$ cat config.mk
export PLATFORM = sky130hd
export DESIGN_NAME = move_selected_entries_remap
export DESIGN_NICKNAME = d
export VERILOG_FILES = /design/src/rtl/msr_pkg.sv /design/src/rtl/move_selected_entries_remap.sv
export SDC_FILE = /design/constraint.sdc
export NUM_CORES = 1
export LEC_CHECK = 0
export BUFFER_PORTS_ARGS = -buffer_cell sky130_fd_sc_hd__clkbuf_2
export CAP_MARGIN = 20
export CELL_PAD_IN_SITES_DETAIL_PLACEMENT = 1
export CELL_PAD_IN_SITES_GLOBAL_PLACEMENT = 1
export CORE_ASPECT_RATIO = 0.5
export CORE_MARGIN = 1
export CORE_UTILIZATION = 45
export CTS_CLUSTER_SIZE = 25
export DETAILED_ROUTE_END_ITERATION = 12
export PLACE_DENSITY_LB_ADDON = 0.1
export RECOVER_POWER = 50
export SLEW_MARGIN = 20
export SYNTH_ARGS = -nofsm -noshare
export SYNTH_HDL_FRONTEND = slang
export SYNTH_SLANG_ARGS = --single-unit
$ cat constraint.sdc
create_clock -name clk -period 13.85 [get_ports clk]
set_clock_uncertainty 0.1 [all_clocks]
set_input_delay 1.385 -clock clk [delete_from_list [all_inputs] [get_ports clk]]
set_output_delay 1.385 -clock clk [all_outputs]
set_load 0.01 [all_outputs]
$ cat src/rtl/msr_pkg.sv
`timescale 1ns / 1ps
// Shared types and constants for the selection-move remap block.
// Used by move_selected_entries_remap; depends on nothing.
package msr_pkg;

    // Fixed field widths
    localparam int IDX_W  = 8;              // entry_index, new_index
    localparam int SIZE_W = 9;              // palette_size, target_index, counts
    localparam int IDX_SPAN = 1 << IDX_W;   // entries addressable by entry_index

    localparam int DEFAULT_ENTRIES = 256;
    localparam logic [SIZE_W-1:0] PALETTE_SIZE_RESET = 9'd256;

    // Request kinds
    localparam logic KIND_WRITE = 1'b0;
    localparam logic KIND_QUERY = 1'b1;

    typedef enum logic [1:0] {
        ST_CLEAR,
        ST_IDLE,
        ST_SCAN,
        ST_FINISH
    } state_t;

endpackage

$ cat src/rtl/move_selected_entries_remap.sv
`timescale 1ns / 1ps
// Timing: write requests are taken back to back while idle. A query scans min(n, DEPTH) entries
// one per cycle through the selection memory read port (m = entries scanned, at most 256); an
// out-of-range query skips the scan. No new request is taken until a query's result is
// registered, and an output stall holds the block in its finish state.
// Reset: async active low; then a clearing pass zeroes the DEPTH entries of the selection memory
// while no request is taken; palette_size resets to 256.
// Top level of the selection-move remap block; depends on msr_pkg.
module move_selected_entries_remap #(
    parameter int ENTRIES = msr_pkg::DEFAULT_ENTRIES
) (
    input  logic                         clk,
    input  logic                         rst_n,
    // configuration
    input  logic                         cfg_valid,
    output logic                         cfg_ready,
    input  logic [msr_pkg::SIZE_W-1:0]   cfg_palette_size,
    // request channel
    input  logic                         in_valid,
    output logic                         in_ready,
    input  logic                         kind,
    input  logic [msr_pkg::IDX_W-1:0]    entry_index,
    input  logic                         selected,
    input  logic [msr_pkg::SIZE_W-1:0]   target_index,
    // result channel
    output logic                         out_valid,
    input  logic                         out_ready,
    output logic [msr_pkg::IDX_W-1:0]    new_index,
    output logic                         out_of_range
);

    localparam int SW = msr_pkg::SIZE_W;
    localparam int IW = msr_pkg::IDX_W;
    // Only entries reachable through entry_index need storage
    localparam int DEPTH = (ENTRIES > msr_pkg::IDX_SPAN) ? msr_pkg::IDX_SPAN : ENTRIES;
    localparam int AW = (DEPTH > 1) ? $clog2(DEPTH) : 1;
    localparam int SIZE_MAX = (1 << SW) - 1;
    localparam int SIZE_CAP = (ENTRIES > SIZE_MAX) ? SIZE_MAX : ENTRIES;

    msr_pkg::state_t state_reg, state_next;

    logic [SW-1:0] palette_size_reg, palette_size_next;
    logic [AW-1:0] clr_cnt_reg, clr_cnt_next;
    logic [IW-1:0] e_reg, e_next;
    logic [SW-1:0] t_reg, t_next;
    logic [SW-1:0] m_reg, m_next;
    logic          oor_reg, oor_next;
    logic [SW-1:0] issue_cnt_reg, issue_cnt_next;
    logic [SW-1:0] rd_idx_reg, rd_idx_next;
    logic          rd_vld_reg, rd_vld_next;
    logic          rd_data_reg;
    logic [SW-1:0] total_reg, total_next;
    logic [SW-1:0] before_t_reg, before_t_next;
    logic [SW-1:0] sel_e_reg, sel_e_next;
    logic [SW-1:0] unsel_e_reg, unsel_e_next;
    logic          pick_e_reg, pick_e_next;
    logic          out_valid_reg, out_valid_next;
    logic [IW-1:0] new_index_reg, new_index_next;
    logic          out_of_range_reg, out_of_range_next;

    logic          mem [DEPTH];
    logic          mem_we;
    logic [AW-1:0] mem_waddr;
    logic          mem_wdata;
    logic [AW-1:0] mem_raddr;

    logic          in_fire;
    logic          write_fire;
    logic          query_fire;
    logic [SW-1:0] n_eff;
    logic          entry_oor;
    logic          write_in_range;
    logic          scan_done;
    logic          out_free;
    logic [SW-1:0] base;
    logic [SW-1:0] dest;

    // Effective palette size and request decode
    always_comb
    begin
        n_eff = (palette_size_reg > SW'(SIZE_CAP)) ? SW'(SIZE_CAP) : palette_size_reg;
        entry_oor = ({1'b0, entry_index} >= n_eff);
        write_in_range = (32'(entry_index) < 32'(ENTRIES));
        in_fire = in_valid && in_ready;
        write_fire = in_fire && (kind == msr_pkg::KIND_WRITE);
        query_fire = in_fire && (kind == msr_pkg::KIND_QUERY);
        scan_done = (issue_cnt_reg == m_reg) && !rd_vld_reg;
        out_free = !out_valid_reg || out_ready;
    end

    // Next state
    always_comb
    begin
        state_next = state_reg;
        case (state_reg)
            msr_pkg::ST_CLEAR:
            begin
                if (clr_cnt_reg == AW'(DEPTH - 1))
                    state_next = msr_pkg::ST_IDLE;
            end
            msr_pkg::ST_IDLE:
            begin
                if (query_fire)
                    state_next = entry_oor ? msr_pkg::ST_FINISH : msr_pkg::ST_SCAN;
            end
            msr_pkg::ST_SCAN:
            begin
                if (scan_done)
                    state_next = msr_pkg::ST_FINISH;
            end
            msr_pkg::ST_FINISH:
            begin
                if (out_free)
                    state_next = msr_pkg::ST_IDLE;
            end
            default:
                state_next = msr_pkg::ST_IDLE;
        endcase
    end

    // Outputs of the sequencer
    always_comb
    begin
        in_ready  = (state_reg == msr_pkg::ST_IDLE);
        cfg_ready = 1'b1;
        mem_raddr = issue_cnt_reg[AW-1:0];
        case (state_reg)
            msr_pkg::ST_CLEAR:
            begin
                mem_we    = 1'b1;
                mem_waddr = clr_cnt_reg;
                mem_wdata = 1'b0;
            end
            msr_pkg::ST_IDLE:
            begin
                mem_we    = write_fire && write_in_range;
                mem_waddr = entry_index[AW-1:0];
                mem_wdata = selected;
            end
            default:
            begin
                mem_we    = 1'b0;
                mem_waddr = entry_index[AW-1:0];
                mem_wdata = selected;
            end
        endcase
    end

    // Destination from the finished counts
    always_comb
    begin
        base = t_reg - before_t_reg;
        if (pick_e_reg)
            dest = base + sel_e_reg;
        else if (unsel_e_reg < base)
            dest = unsel_e_reg;
        else
            dest = unsel_e_reg + total_reg;
    end

    // Datapath
    always_comb
    begin
        palette_size_next = palette_size_reg;
        clr_cnt_next      = clr_cnt_reg;
        e_next            = e_reg;
        t_next            = t_reg;
        m_next            = m_reg;
        oor_next          = oor_reg;
        issue_cnt_next    = issue_cnt_reg;
        rd_idx_next       = rd_idx_reg;
        rd_vld_next       = 1'b0;
        total_next        = total_reg;
        before_t_next     = before_t_reg;
        sel_e_next        = sel_e_reg;
        unsel_e_next      = unsel_e_reg;
        pick_e_next       = pick_e_reg;
        out_valid_next    = out_valid_reg && !out_ready;
        new_index_next    = new_index_reg;
        out_of_range_next = out_of_range_reg;

        if (cfg_valid && cfg_ready)
            palette_size_next = cfg_palette_size;

        if (state_reg == msr_pkg::ST_CLEAR)
            clr_cnt_next = clr_cnt_reg + AW'(1);

        if (query_fire)
        begin
            e_next         = entry_index;
            t_next         = (target_index > n_eff) ? n_eff : target_index;
            m_next         = (n_eff > SW'(DEPTH)) ? SW'(DEPTH) : n_eff;
            oor_next       = entry_oor;
            issue_cnt_next = '0;
            total_next     = '0;
            before_t_next  = '0;
            sel_e_next     = '0;
            unsel_e_next   = '0;
            pick_e_next    = 1'b0;
        end

        if (state_reg == msr_pkg::ST_SCAN)
        begin
            // Issue one read a cycle; count the entry read last cycle
            if (issue_cnt_reg != m_reg)
            begin
                issue_cnt_next = issue_cnt_reg + SW'(1);
                rd_idx_next    = issue_cnt_reg;
                rd_vld_next    = 1'b1;
            end
            if (rd_vld_reg)
            begin
                if (rd_data_reg)
                begin
                    total_next = total_reg + SW'(1);
                    if (rd_idx_reg < t_reg)
                        before_t_next = before_t_reg + SW'(1);
                    if (rd_idx_reg < {1'b0, e_reg})
                        sel_e_next = sel_e_reg + SW'(1);
                end
                else if (rd_idx_reg < {1'b0, e_reg})
                begin
                    unsel_e_next = unsel_e_reg + SW'(1);
                end
                if (rd_idx_reg == {1'b0, e_reg})
                    pick_e_next = rd_data_reg;
            end
        end

        if ((state_reg == msr_pkg::ST_FINISH) && out_free)
        begin
            out_valid_next    = 1'b1;
            out_of_range_next = oor_reg;
            new_index_next    = oor_reg ? '0 : dest[IW-1:0];
        end
    end

    always_ff @(posedge clk or negedge rst_n)
    begin
        if (!rst_n)
        begin
            state_reg        <= msr_pkg::ST_CLEAR;
            palette_size_reg <= msr_pkg::PALETTE_SIZE_RESET;
            clr_cnt_reg      <= '0;
            rd_vld_reg       <= 1'b0;
            out_valid_reg    <= 1'b0;
        end
        else
        begin
            state_reg        <= state_next;
            palette_size_reg <= palette_size_next;
            clr_cnt_reg      <= clr_cnt_next;
            rd_vld_reg       <= rd_vld_next;
            out_valid_reg    <= out_valid_next;
        end
    end

    always_ff @(posedge clk)
    begin
        e_reg            <= e_next;
        t_reg            <= t_next;
        m_reg            <= m_next;
        oor_reg          <= oor_next;
        issue_cnt_reg    <= issue_cnt_next;
        rd_idx_reg       <= rd_idx_next;
        total_reg        <= total_next;
        before_t_reg     <= before_t_next;
        sel_e_reg        <= sel_e_next;
        unsel_e_reg      <= unsel_e_next;
        pick_e_reg       <= pick_e_next;
        new_index_reg    <= new_index_next;
        out_of_range_reg <= out_of_range_next;
    end

    // Selection memory: one write port, one registered read port
    always_ff @(posedge clk)
    begin
        if (mem_we)
            mem[mem_waddr] <= mem_wdata;
        rd_data_reg <= mem[mem_raddr];
    end

    assign out_valid    = out_valid_reg;
    assign new_index    = new_index_reg;
    assign out_of_range = out_of_range_reg;

`ifndef SYNTHESIS
    a_counts_below_entry: assert property (@(posedge clk) disable iff (!rst_n)
        (state_reg == msr_pkg::ST_SCAN) |-> ((sel_e_reg + unsel_e_reg) <= {1'b0, e_reg}))
        else $error("entries counted below the queried entry exceed its index");

    a_before_t_in_total: assert property (@(posedge clk) disable iff (!rst_n)
        (state_reg == msr_pkg::ST_SCAN || state_reg == msr_pkg::ST_FINISH)
        |-> (before_t_reg <= total_reg))
        else $error("selected count before insertion point exceeds total");

    a_issue_bound: assert property (@(posedge clk) disable iff (!rst_n)
        (state_reg == msr_pkg::ST_SCAN) |-> (issue_cnt_reg <= m_reg))
        else $error("scan issued past the palette size");

    a_oor_zero_index: assert property (@(posedge clk) disable iff (!rst_n)
        (out_valid_reg && out_of_range_reg) |-> (new_index_reg == '0))
        else $error("out-of-range result carries a nonzero index");
`endif

endmodule
==> flow_metrics.tcl, run 1 <==
set metrics [dict create \
    ys_seq_area_share_pct 58.3 \
    end_kind "flip-flop" \
    cts_resized 0 \
    setup_viol 0 \
    startpoint "state_reg[0]$_DFFE_PN0P_" \
    r2r-end "mem[30]$_DFFE_PP_" \
    nFillCells 4068 \
    status "complete, but fails checks" \
    hpwl_mm 30.8 \
    synthMuxAreaShare_pct 8.95 \
    final_area_um2 19600 \
    postCtsSetupBuffers 0 \
    start_util_pct 45.9 \
    dieHeight_um 143 \
    final.setup.tns_ns 0 \
    via_per_inst 5.73 \
    antenna_found_initial 0 \
    avgRoutedWirePerCell_um 23.4 \
    synth_top_family_by_area "simple AND/OR/NAND/NOR gates" \
    pre_cts_ws_ns 9.64 \
    die_w_um 285 \
    coreArea_um2 39100 \
    worst_pin_slew_ns 4.67 \
    cts_hold_buf 0 \
    required_ns 13.96 \
    gp_congestion 0.856 \
    cts_buffer_depth 3 \
    synth-xor-area-share_pct 2.05 \
    synth_cell_types 73 \
    insertion_delay_ns 0.55 \
    hold_violations 0 \
    ios 45 \
    port_buffers 43 \
    root_buffer "clkbuf_16" \
    maxSlewViolCount 197 \
    rows 51 \
    powerDensity_nw_per_um2 176 \
    synth_area_leaders "edfxtp_1 (50%), nor2_1 (6.6%), mux4_2 (6.3%)" \
    synth_seq_cells 367 \
    multi_input_area_um2 6790 \
    peakVddDrop_uv 73.3 \
    synthArstFlopShare_pct 5.72 \
    syn_area_um2 18000 \
    synthAdderAreaFrac_pct 5.42 \
    ys.flop_type "edfxtp_1" \
    synth_compound_area_share_pct 8.35 \
    holdPathStages 1 \
    ant_nets 0 \
    tritoncts "built" \
    min_to "palette_size_reg[7]$_DFFE_PN0P_" \
    area_growth_pct 9.08 \
    vias 11900 \
    relSlewSlack_pct -211 \
    cts_buffers 36 \
    start_kind "flip-flop" \
    synth_top_area_share_pct 50.3 \
    syn_inst 1499 \
    drc 0 \
    hold_path_startpoint "palette_size_reg[7]$_DFFE_PN0P_" \
    synthSimpleGateAreaFrac_pct 13.0 \
    grt_pass1_vias 12400 \
    grt_max_degree 134 \
    ys_top_cells_by_count "nor2_1 (314), edfxtp_1 (301), nand2_1 (93)" \
    setup_ws_ns 7.87 \
    cap_violations 3 \
    regMostFlops "mem" \
    synth_nets 1608 \
    yosysMostFrequentCell "nor2_1" \
    yosysWarnings 0 \
    diodes 0 \
    timing.rr.start "state_reg[0]$_DFFE_PN0P_" \
    holdCritPathClass "flip-flop to flip-flop" \
    crit_type "flip-flop to flip-flop" \
    overflow 0 \
    regArea_um2 10500 \
    nets 1624 \
    die-area_um2 40800 \
    p_total_mw 3.45 \
    yosysTopAreaCell "edfxtp_1" \
    drt_first_iter_violations 935 \
    power_leakage_nw 6.69 \
    crit_arrival_ns 6.09 \
    postPlaceCellArea_um2 18500 \
    synth_area_per_cell_um2 12.0 \
    violations "max-capacitance violations, max-slew violations" \
    worstRegToRegCells 5 \
    layout_min_cycle_time_ns 5.98 \
    cts_sinks 367 \
    drt_wl_total_mm 48.4 \
    grtUsageTotal_pct 24.1 \
    synth_edf_count 301 \
    path_max_fanout 133 \
    grt_pass1_wl_mm 73.5 \
    finalCritPeriodShare_pct 43.2 \
    clk_pin_slew_ns 0.06 \
    drt_pass1_iterations 5 \
    largest_register_ffs 256 \
    htreeDepth 2 \
    rsz0062_at_grt "false" \
    final_layout_size_suffix_gt1_share_pct 10.3 \
    max_freq_ghz 0.167 \
    rrSetupSlack_ns 7.87 \
]
## critical path, cell delays in order (launching register included)
cell      delay (ns)
dfrtp_1         0.40
inv_1           0.09
ha_1            0.60
nor2b_4         0.22
clkbuf_1        3.24
buf_6           0.84
## stage by stage
| step | std cells | util [%] | hold slack (ns) |
|---|---|---|---|
| after floorplan | 1499 | - | 0.303 |
| after global placement | 2007 | 47.3 | 0.390 |
| after detailed placement | 2007 | 47.3 | 0.399 |
| after CTS | 2069 | 50.2 | 0.414 |
| after global routing | 2069 | 50.1 | 0.426 |
| final | 2069 | 50.1 | 0.412 |
## routing by layer
metal / vias up / part of all wire [%] / global-route usage, %
li1: 5445 / - / -
met1: 6094 / 42 / 30.2
met2: 249 / 51 / 44.1
met3: 73 / 4.1 / 3.23
met4: 0 / 2.2 / 6.25
met5: - / 0 / 0
## worst max-delay path by stage
stage | to | cells past startpoint
CTS | new_index[3]$_SDFFCE_PP0P_ | 18
finish | mem[30]$_DFFE_PP_ | 5
detailed placement | new_index[0]$_SDFFCE_PP0P_ | 18
floorplan | mem[0]$_DFFE_PP_ | 1
global route | mem[241]$_DFFE_PP_ | 5
global placement | new_index[0]$_SDFFCE_PP0P_ | 18
## layout by cell type (no fill, tap or decap), types with 17 or more instances in the layout
master	synthesis	routed
nand3_1	32	32
dfrtp_1	20	20
xor2_1	17	17
a21oi_1	41	41
mux2i_1	23	23
clkbuf_1	49	35
dfxtp_1	45	44
ha_1	73	73
nand2b_1	20	20
inv_1	70	70
nor2b_1	23	22
mux2_2	19	19
clkbuf_16	0	36
nand2_1	93	93
clkbuf_2	1	21
o21ai_0	58	67
mux4_2	50	50
nor2_1	314	314
edfxtp_1	301	301
xnor2_1	25	25
## kinds of logic after synthesis
group / after synthesis
adders and majority gates: 76
muxes: 95
AOI/OAI and AO/OA: 229
other: 1
DFF: 367
and+or+nand+nor: 540
xor gates and xnor gates: 42
buffers and inverters: 149
## where the power goes
group	total (mW)	switching [mW]	internal (mW)	leakage (nW)
Sequential	1.48	0.125	1.36	3.36
Combinational	0.974	0.606	0.368	2.77
Clock	0.990	0.438	0.552	0.555
## area by class of cell
cell class,count,area share (%)
clock buffer,44,4.90
clock inverter,18,0.952
inverter,72,1.38
multi-input combinational,983,34.7
sequential,367,53.4
tap,530,3.38
timing repair buffer,55,1.28
Note: power is estimated with default switching activity, not from simulation.
==> run 2: changes to the inputs <==
Clock period 13.85 ns to 6.01 ns, I/O delays scaled along.
==> run 2 against run 1 <==
- the flow still finishes with violations (max-capacitance violations, max-slew violations)
- worst setup slack got worse by 6.2 ns
- global-route usage up 0.62 points
- sequential cell count did not move
- routed wire length up 1.8%
- die area unchanged
- core utilization up 0.19 points
- total power rose by 130%
- clock-buffer cell count up 8
- highest routed layer unchanged
==> flow_metrics.tcl, run 2 (synthesized netlist as in run 1, its figures left out) <==
set metrics [dict create \
    grt_pass1_wl_mm 75.1 \
    final.setup.tns_ns 0 \
    die-area_um2 40800 \
    relSlewSlack_pct -67.8 \
    htreeDepth 2 \
    layout_min_cycle_time_ns 4.37 \
    met3_wirelength_mm 2.40 \
    start_kind "flip-flop" \
    grt_max_degree 257 \
    vias 12000 \
    overflow 0 \
    rsz0062_at_grt "false" \
    ios 45 \
    maxSlewViolCount 380 \
    slowest_stage "dfxtp_1" \
    regMostFlops "mem" \
    cts_resized 0 \
    rrSetupSlack_ns 1.64 \
    area_growth_pct 9.49 \
    power_leakage_nw 6.73 \
    ant_nets 0 \
    final_common_cell "nor2_1" \
    worst_pin_slew_ns 2.52 \
    timing.rr.start "issue_cnt_reg[0]$_DFF_P_" \
    grtUsageTotal_pct 24.8 \
    startpoint "issue_cnt_reg[0]$_DFF_P_" \
    rows 51 \
    end_kind "flip-flop" \
    setup_viol 0 \
    drc 0 \
    required_ns 6.34 \
    via_per_inst 5.76 \
    cts_sinks 367 \
    fin_util_pct 50.3 \
    port_buffers 43 \
    finalCritPeriodShare_pct 72.6 \
    clk_pin_slew_ns 0.06 \
    largest_register_ffs 256 \
    final_cell_mix "nor2_1 (314), edfxtp_1 (301), nand2_1 (90), ha_1 (73), inv_1 (70)" \
    start_util_pct 45.9 \
    hpwl_mm 31.5 \
    cp_slowest_stage_delay_ns 1.89 \
    cts_buffers 36 \
    coreArea_um2 39100 \
    nets 1629 \
    routed-wl-met2_mm 24.8 \
    cap_violations 5 \
    grt_pass1_vias 12600 \
    final_layout_size_suffix_gt1_share_pct 10.6 \
    top_layer "met4" \
    violations "max-capacitance violations, max-slew violations" \
    crit_arrival_ns 4.69 \
    cts_buffer_depth 3 \
    max_freq_ghz 0.229 \
    met1_length_mm 20.9 \
    status "complete, but fails checks" \
    drt_wl_total_mm 49.3 \
    path_cells "buf_4 -> mux4_2 -> nor2_1 -> a2111oi_0 -> a211oi_1 -> o31ai_1 -> o32a_1 -> nor2_1 -> nor3_1" \
    diodes 0 \
    nFillCells 4106 \
    holdCritPathClass "input port to flip-flop" \
    crit_type "flip-flop to flip-flop" \
    die_w_um 285 \
    tritoncts "built" \
    worst_path_most_repeated_cell "nor2_1" \
    antenna_found_initial 0 \
    insertion_delay_ns 0.54 \
    powerDensity_nw_per_um2 405 \
    hold_violations 0 \
    dieHeight_um 143 \
    gp_congestion 0.821 \
    drt_first_iter_violations 836 \
    drt_pass1_iterations 5 \
    avgRoutedWirePerCell_um 23.8 \
    hold_path_startpoint "cfg_palette_size[8]" \
    peakVddDrop_uv 213 \
    path_max_fanout 36 \
    root_buffer "clkbuf_16" \
]
-- run 2: cell type report --
| cell class | instances | area [µm²] | area share [%] |
|---|---|---|---|
| clock buffers | 52 | 991 | 5.04 |
| clock inverters | 13 | 129 | 0.655 |
| inverters | 72 | 270 | 1.37 |
| multi-input cells | 983 | 6790 | 34.5 |
| flip-flops and latches | 367 | 10500 | 53.2 |
| well taps | 530 | 663 | 3.37 |
| repair buffers | 60 | 353 | 1.79 |
-- run 2: path summary, 6_finish.rpt --
path,end,cells after the start
setup / recovery,rd_data_reg$_DFF_P_,9
hold / removal,palette_size_reg[8]$_DFFE_PN1P_,3
hold reg to reg,palette_size_reg[6]$_DFFE_PN0P_,1
min in group asynchronous,state_reg[1]$_DFFE_PN0P_,2
setup reg to reg,rd_data_reg$_DFF_P_,9
max in group asynchronous,palette_size_reg[1]$_DFFE_PN0P_,2
-- run 2: timing repair --
action                                 CTS  global route
endpoints found under the hold margin   20             0
hold buffers                             1             0
setup buffers                            0             0
-- run 2: per-stage QoR --
step	setup WS, ns	hold WS (ns)	power, mW	instances	cell area, µm²
finish	1.64	0.189	7.96	2077	19700
global placement	1.88	0.377	5.66	2008	18500
global route	1.26	0.183	8.34	2077	19700
floorplan	0.276	0.205	5.04	1499	18000
CTS	1.70	0.163	8.02	2076	19700
detailed placement	1.71	0.398	5.77	2010	18600
-- run 2: power by group --
group,internal [mW],switching [mW]
Sequential,3.13,0.303
Combinational,0.875,1.42
Clock,1.24,0.990
-- run 2: worst max-delay path, delay by kind of cell, from the launching register on --
kind	cells	cell delay [ns]
AOI/OAI and AO/OA	4	0.79
buffers and inverters	1	0.58
DFF	1	1.89
muxes	1	0.55
and+or+nand+nor	3	0.29
-- run 2: per-layer routing --
layer | vias up | GRT usage (%)
met3 | 80 | 3.85
met5 | - | 0
met4 | 0 | 6.59
met2 | 255 | 44.3
met1 | 6158 | 31.4
li1 | 5474 | -
==> run 3: changes to the inputs <==
Clock period 6.01 ns to 4.3 ns, I/O delays scaled along.
==> run 3 against run 2 <==
- worst setup slack lost 1.2 ns
- clock power grew 41%
- sequential cell count is the same
- via count grew 0.70%
- maximum frequency grew 14%
- core utilization grew 0.35 points
- routed wire length shrank 0.35%
- the run still ends with max-capacitance violations, max-slew violations left
- sequential power grew 39%
- first-iteration DRC count shrank 3.2%
- largest cell class unchanged
- die area is the same
- sequential share of layout area shrank 0.34 points
- critical endpoint is now new_index[4]$_SDFFCE_PP0P_
==> flow_metrics.tcl, run 3 (synthesized netlist as in run 1, its figures left out) <==
set metrics [dict create \
    port_buffers 43 \
    diodes 0 \
    crit_arrival_ns 4.09 \
    final_layout_size_suffix_gt1_share_pct 12.1 \
    cts_buffers 36 \
    timing.rr.start "t_reg[0]$_DFFE_PP_" \
    power_leakage_nw 6.84 \
    worst_pin_slew_ns 1.80 \
    dieHeight_um 143 \
    relSlewSlack_pct -20.2 \
    top_usage_layer "met2" \
    rows 51 \
    gp_congestion 0.874 \
    setup_viol 0 \
    powerDensity_nw_per_um2 563 \
    cap_violations 2 \
    grt_pass1_vias 12700 \
    end_kind "flip-flop" \
    insertion_delay_ns 0.56 \
    layout_min_cycle_time_ns 3.84 \
    maxSlewViolCount 203 \
    final_cell_mix "nor2_1 (314), edfxtp_1 (301), nand2_1 (93), ha_1 (73), inv_1 (70)" \
    fin_util_pct 50.6 \
    tritoncts "built" \
    slowest_stage "fa_1" \
    grtUsageTotal_pct 24.7 \
    htreeDepth 2 \
    die_w_um 285 \
    hold_violations 0 \
    cts_buffer_depth 3 \
    drt_wl_total_mm 49.2 \
    drt_pass1_iterations 5 \
    nets 1651 \
    avgRoutedWirePerCell_um 23.4 \
    cp_top_family "compound AO/OA/AOI/OAI gates" \
    met1_usage_pct 30.8 \
    overflow 0 \
    path_max_fanout 13 \
    ant_nets 0 \
    startpoint "t_reg[0]$_DFFE_PP_" \
    root_buffer "clkbuf_16" \
    vias 12100 \
    grt_max_degree 102 \
    area_growth_pct 10.2 \
    via_per_inst 5.74 \
    holdCritPathClass "input port to flip-flop" \
    path_cells "inv_1 -> ha_1 -> inv_1 -> fa_1 -> a21o_1 -> a21oi_1 -> o21bai_1 -> a21oi_1 -> xnor2_1 -> inv_1 -> ha_1 -> o2111ai_1 -> a21oi_1 -> o22ai_1 -> buf_4 -> o311a_1 -> a211oi_1" \
    final.setup.tns_ns 0 \
    pre_cts_ws_ns 0.483 \
    setup_ws_ns 0.464 \
    rsz0062_at_grt "false" \
    hold_path_startpoint "cfg_palette_size[1]" \
    drc 0 \
    antenna_found_initial 0 \
    critPathBufInv 4 \
    start_kind "flip-flop" \
    drt_first_iter_violations 809 \
    grt_util_met2_pct 45.1 \
    violations "max-capacitance violations, max-slew violations" \
    die-area_um2 40800 \
    coreArea_um2 39100 \
    crit_type "flip-flop to flip-flop" \
    max_freq_ghz 0.261 \
    grt_util_met3_pct 3.61 \
    largest_register_ffs 256 \
    cp_slowest_stage_delay_ns 0.42 \
    final_common_cell "nor2_1" \
    grt_pass1_wl_mm 75.3 \
    nFillCells 4096 \
    hpwl_mm 32.5 \
    status "complete, but fails checks" \
    regMostFlops "mem" \
    start_util_pct 45.9 \
    peakVddDrop_uv 258 \
    cts_resized 0 \
    ios 45 \
    cts_sinks 367 \
    finalCritPeriodShare_pct 89.2 \
    clk_pin_slew_ns 0.06 \
    required_ns 4.56 \
]
==> run 3: cell count changes in the layout (fill, tap and decap cells not counted), moves of 2 or more <==
cell      delta
clkinv_1     +3
nand2_2      -3
buf_16       -2
nand2_1      +3
buf_4       +23
clkbuf_2     +6
clkbuf_1    -11
clkinv_2     +3
inv_16       +2
clkbuf_4     -2
==> run 3: timing repair <==
item,CTS,global route
buffers inserted,0,0
endpoints found under the hold margin,21,0
hold buffers,2,0
==> run 3: final timing paths <==
path / end / cells past startpoint / slack [ns]
min in group asynchronous: rd_vld_reg$_DFF_PN0_ / 2 / 0.55
max in group asynchronous: clr_cnt_reg[5]$_DFFE_PN0P_ / 2 / 2.83
setup reg to reg: new_index[4]$_SDFFCE_PP0P_ / 17 / 0.46
hold reg to reg: palette_size_reg[4]$_DFFE_PN0P_ / 1 / 0.40
setup / recovery: new_index[4]$_SDFFCE_PP0P_ / 17 / 0.46
hold / removal: palette_size_reg[1]$_DFFE_PN0P_ / 2 / 0.02
==> run 3: layout make-up <==
cell class	instances	area, µm²	area share (%)
inverters	72	270	1.36
well taps	530	663	3.35
repair buffers	82	480	2.43
flip-flops and latches	367	10500	52.9
clock buffers	46	990	5.00
clock inverters	18	141	0.714
multi-input cells	983	6790	34.3
==> run 3: worst register-to-register path: stages (launching register included) <==
cell and delay (ns):
edfxtp_1 0.39, inv_1 0.07, ha_1 0.16, inv_1 0.06, fa_1 0.42, a21o_1 0.19
a21oi_1 0.24, o21bai_1 0.10, a21oi_1 0.22, xnor2_1 0.17, inv_1 0.08, ha_1 0.29
o2111ai_1 0.11, a21oi_1 0.15, o22ai_1 0.10, buf_4 0.18, o311a_1 0.37, a211oi_1 0.25
==> run 3: power by group <==
group	internal (mW)	switching, mW	total, mW
registers	4.36	0.399	4.76
clock network	1.71	1.44	3.15
logic	1.23	2.02	3.25
==> run 3: metrics by stage <==
step	power, mW	hold slack (ns)	instances	instance area, µm²
finish	11.2	0.0216	2098	19800
global route	11.7	0.0207	2098	19800
CTS	11.3	0.00537	2098	19900
detailed placement	8.11	0.348	2032	18700
global placement	7.98	0.335	2032	18700
floorplan	7.03	0.0344	1499	18000
==> run 3: routing by layer <==
| metal | share of wire [%] | wire length [µm] |
|---|---|---|
| met1 | 42 | 20600 |
| met4 | 2.4 | 1170 |
| met5 | 0 | 0 |
| met3 | 5.0 | 2440 |
| met2 | 51 | 24900 |
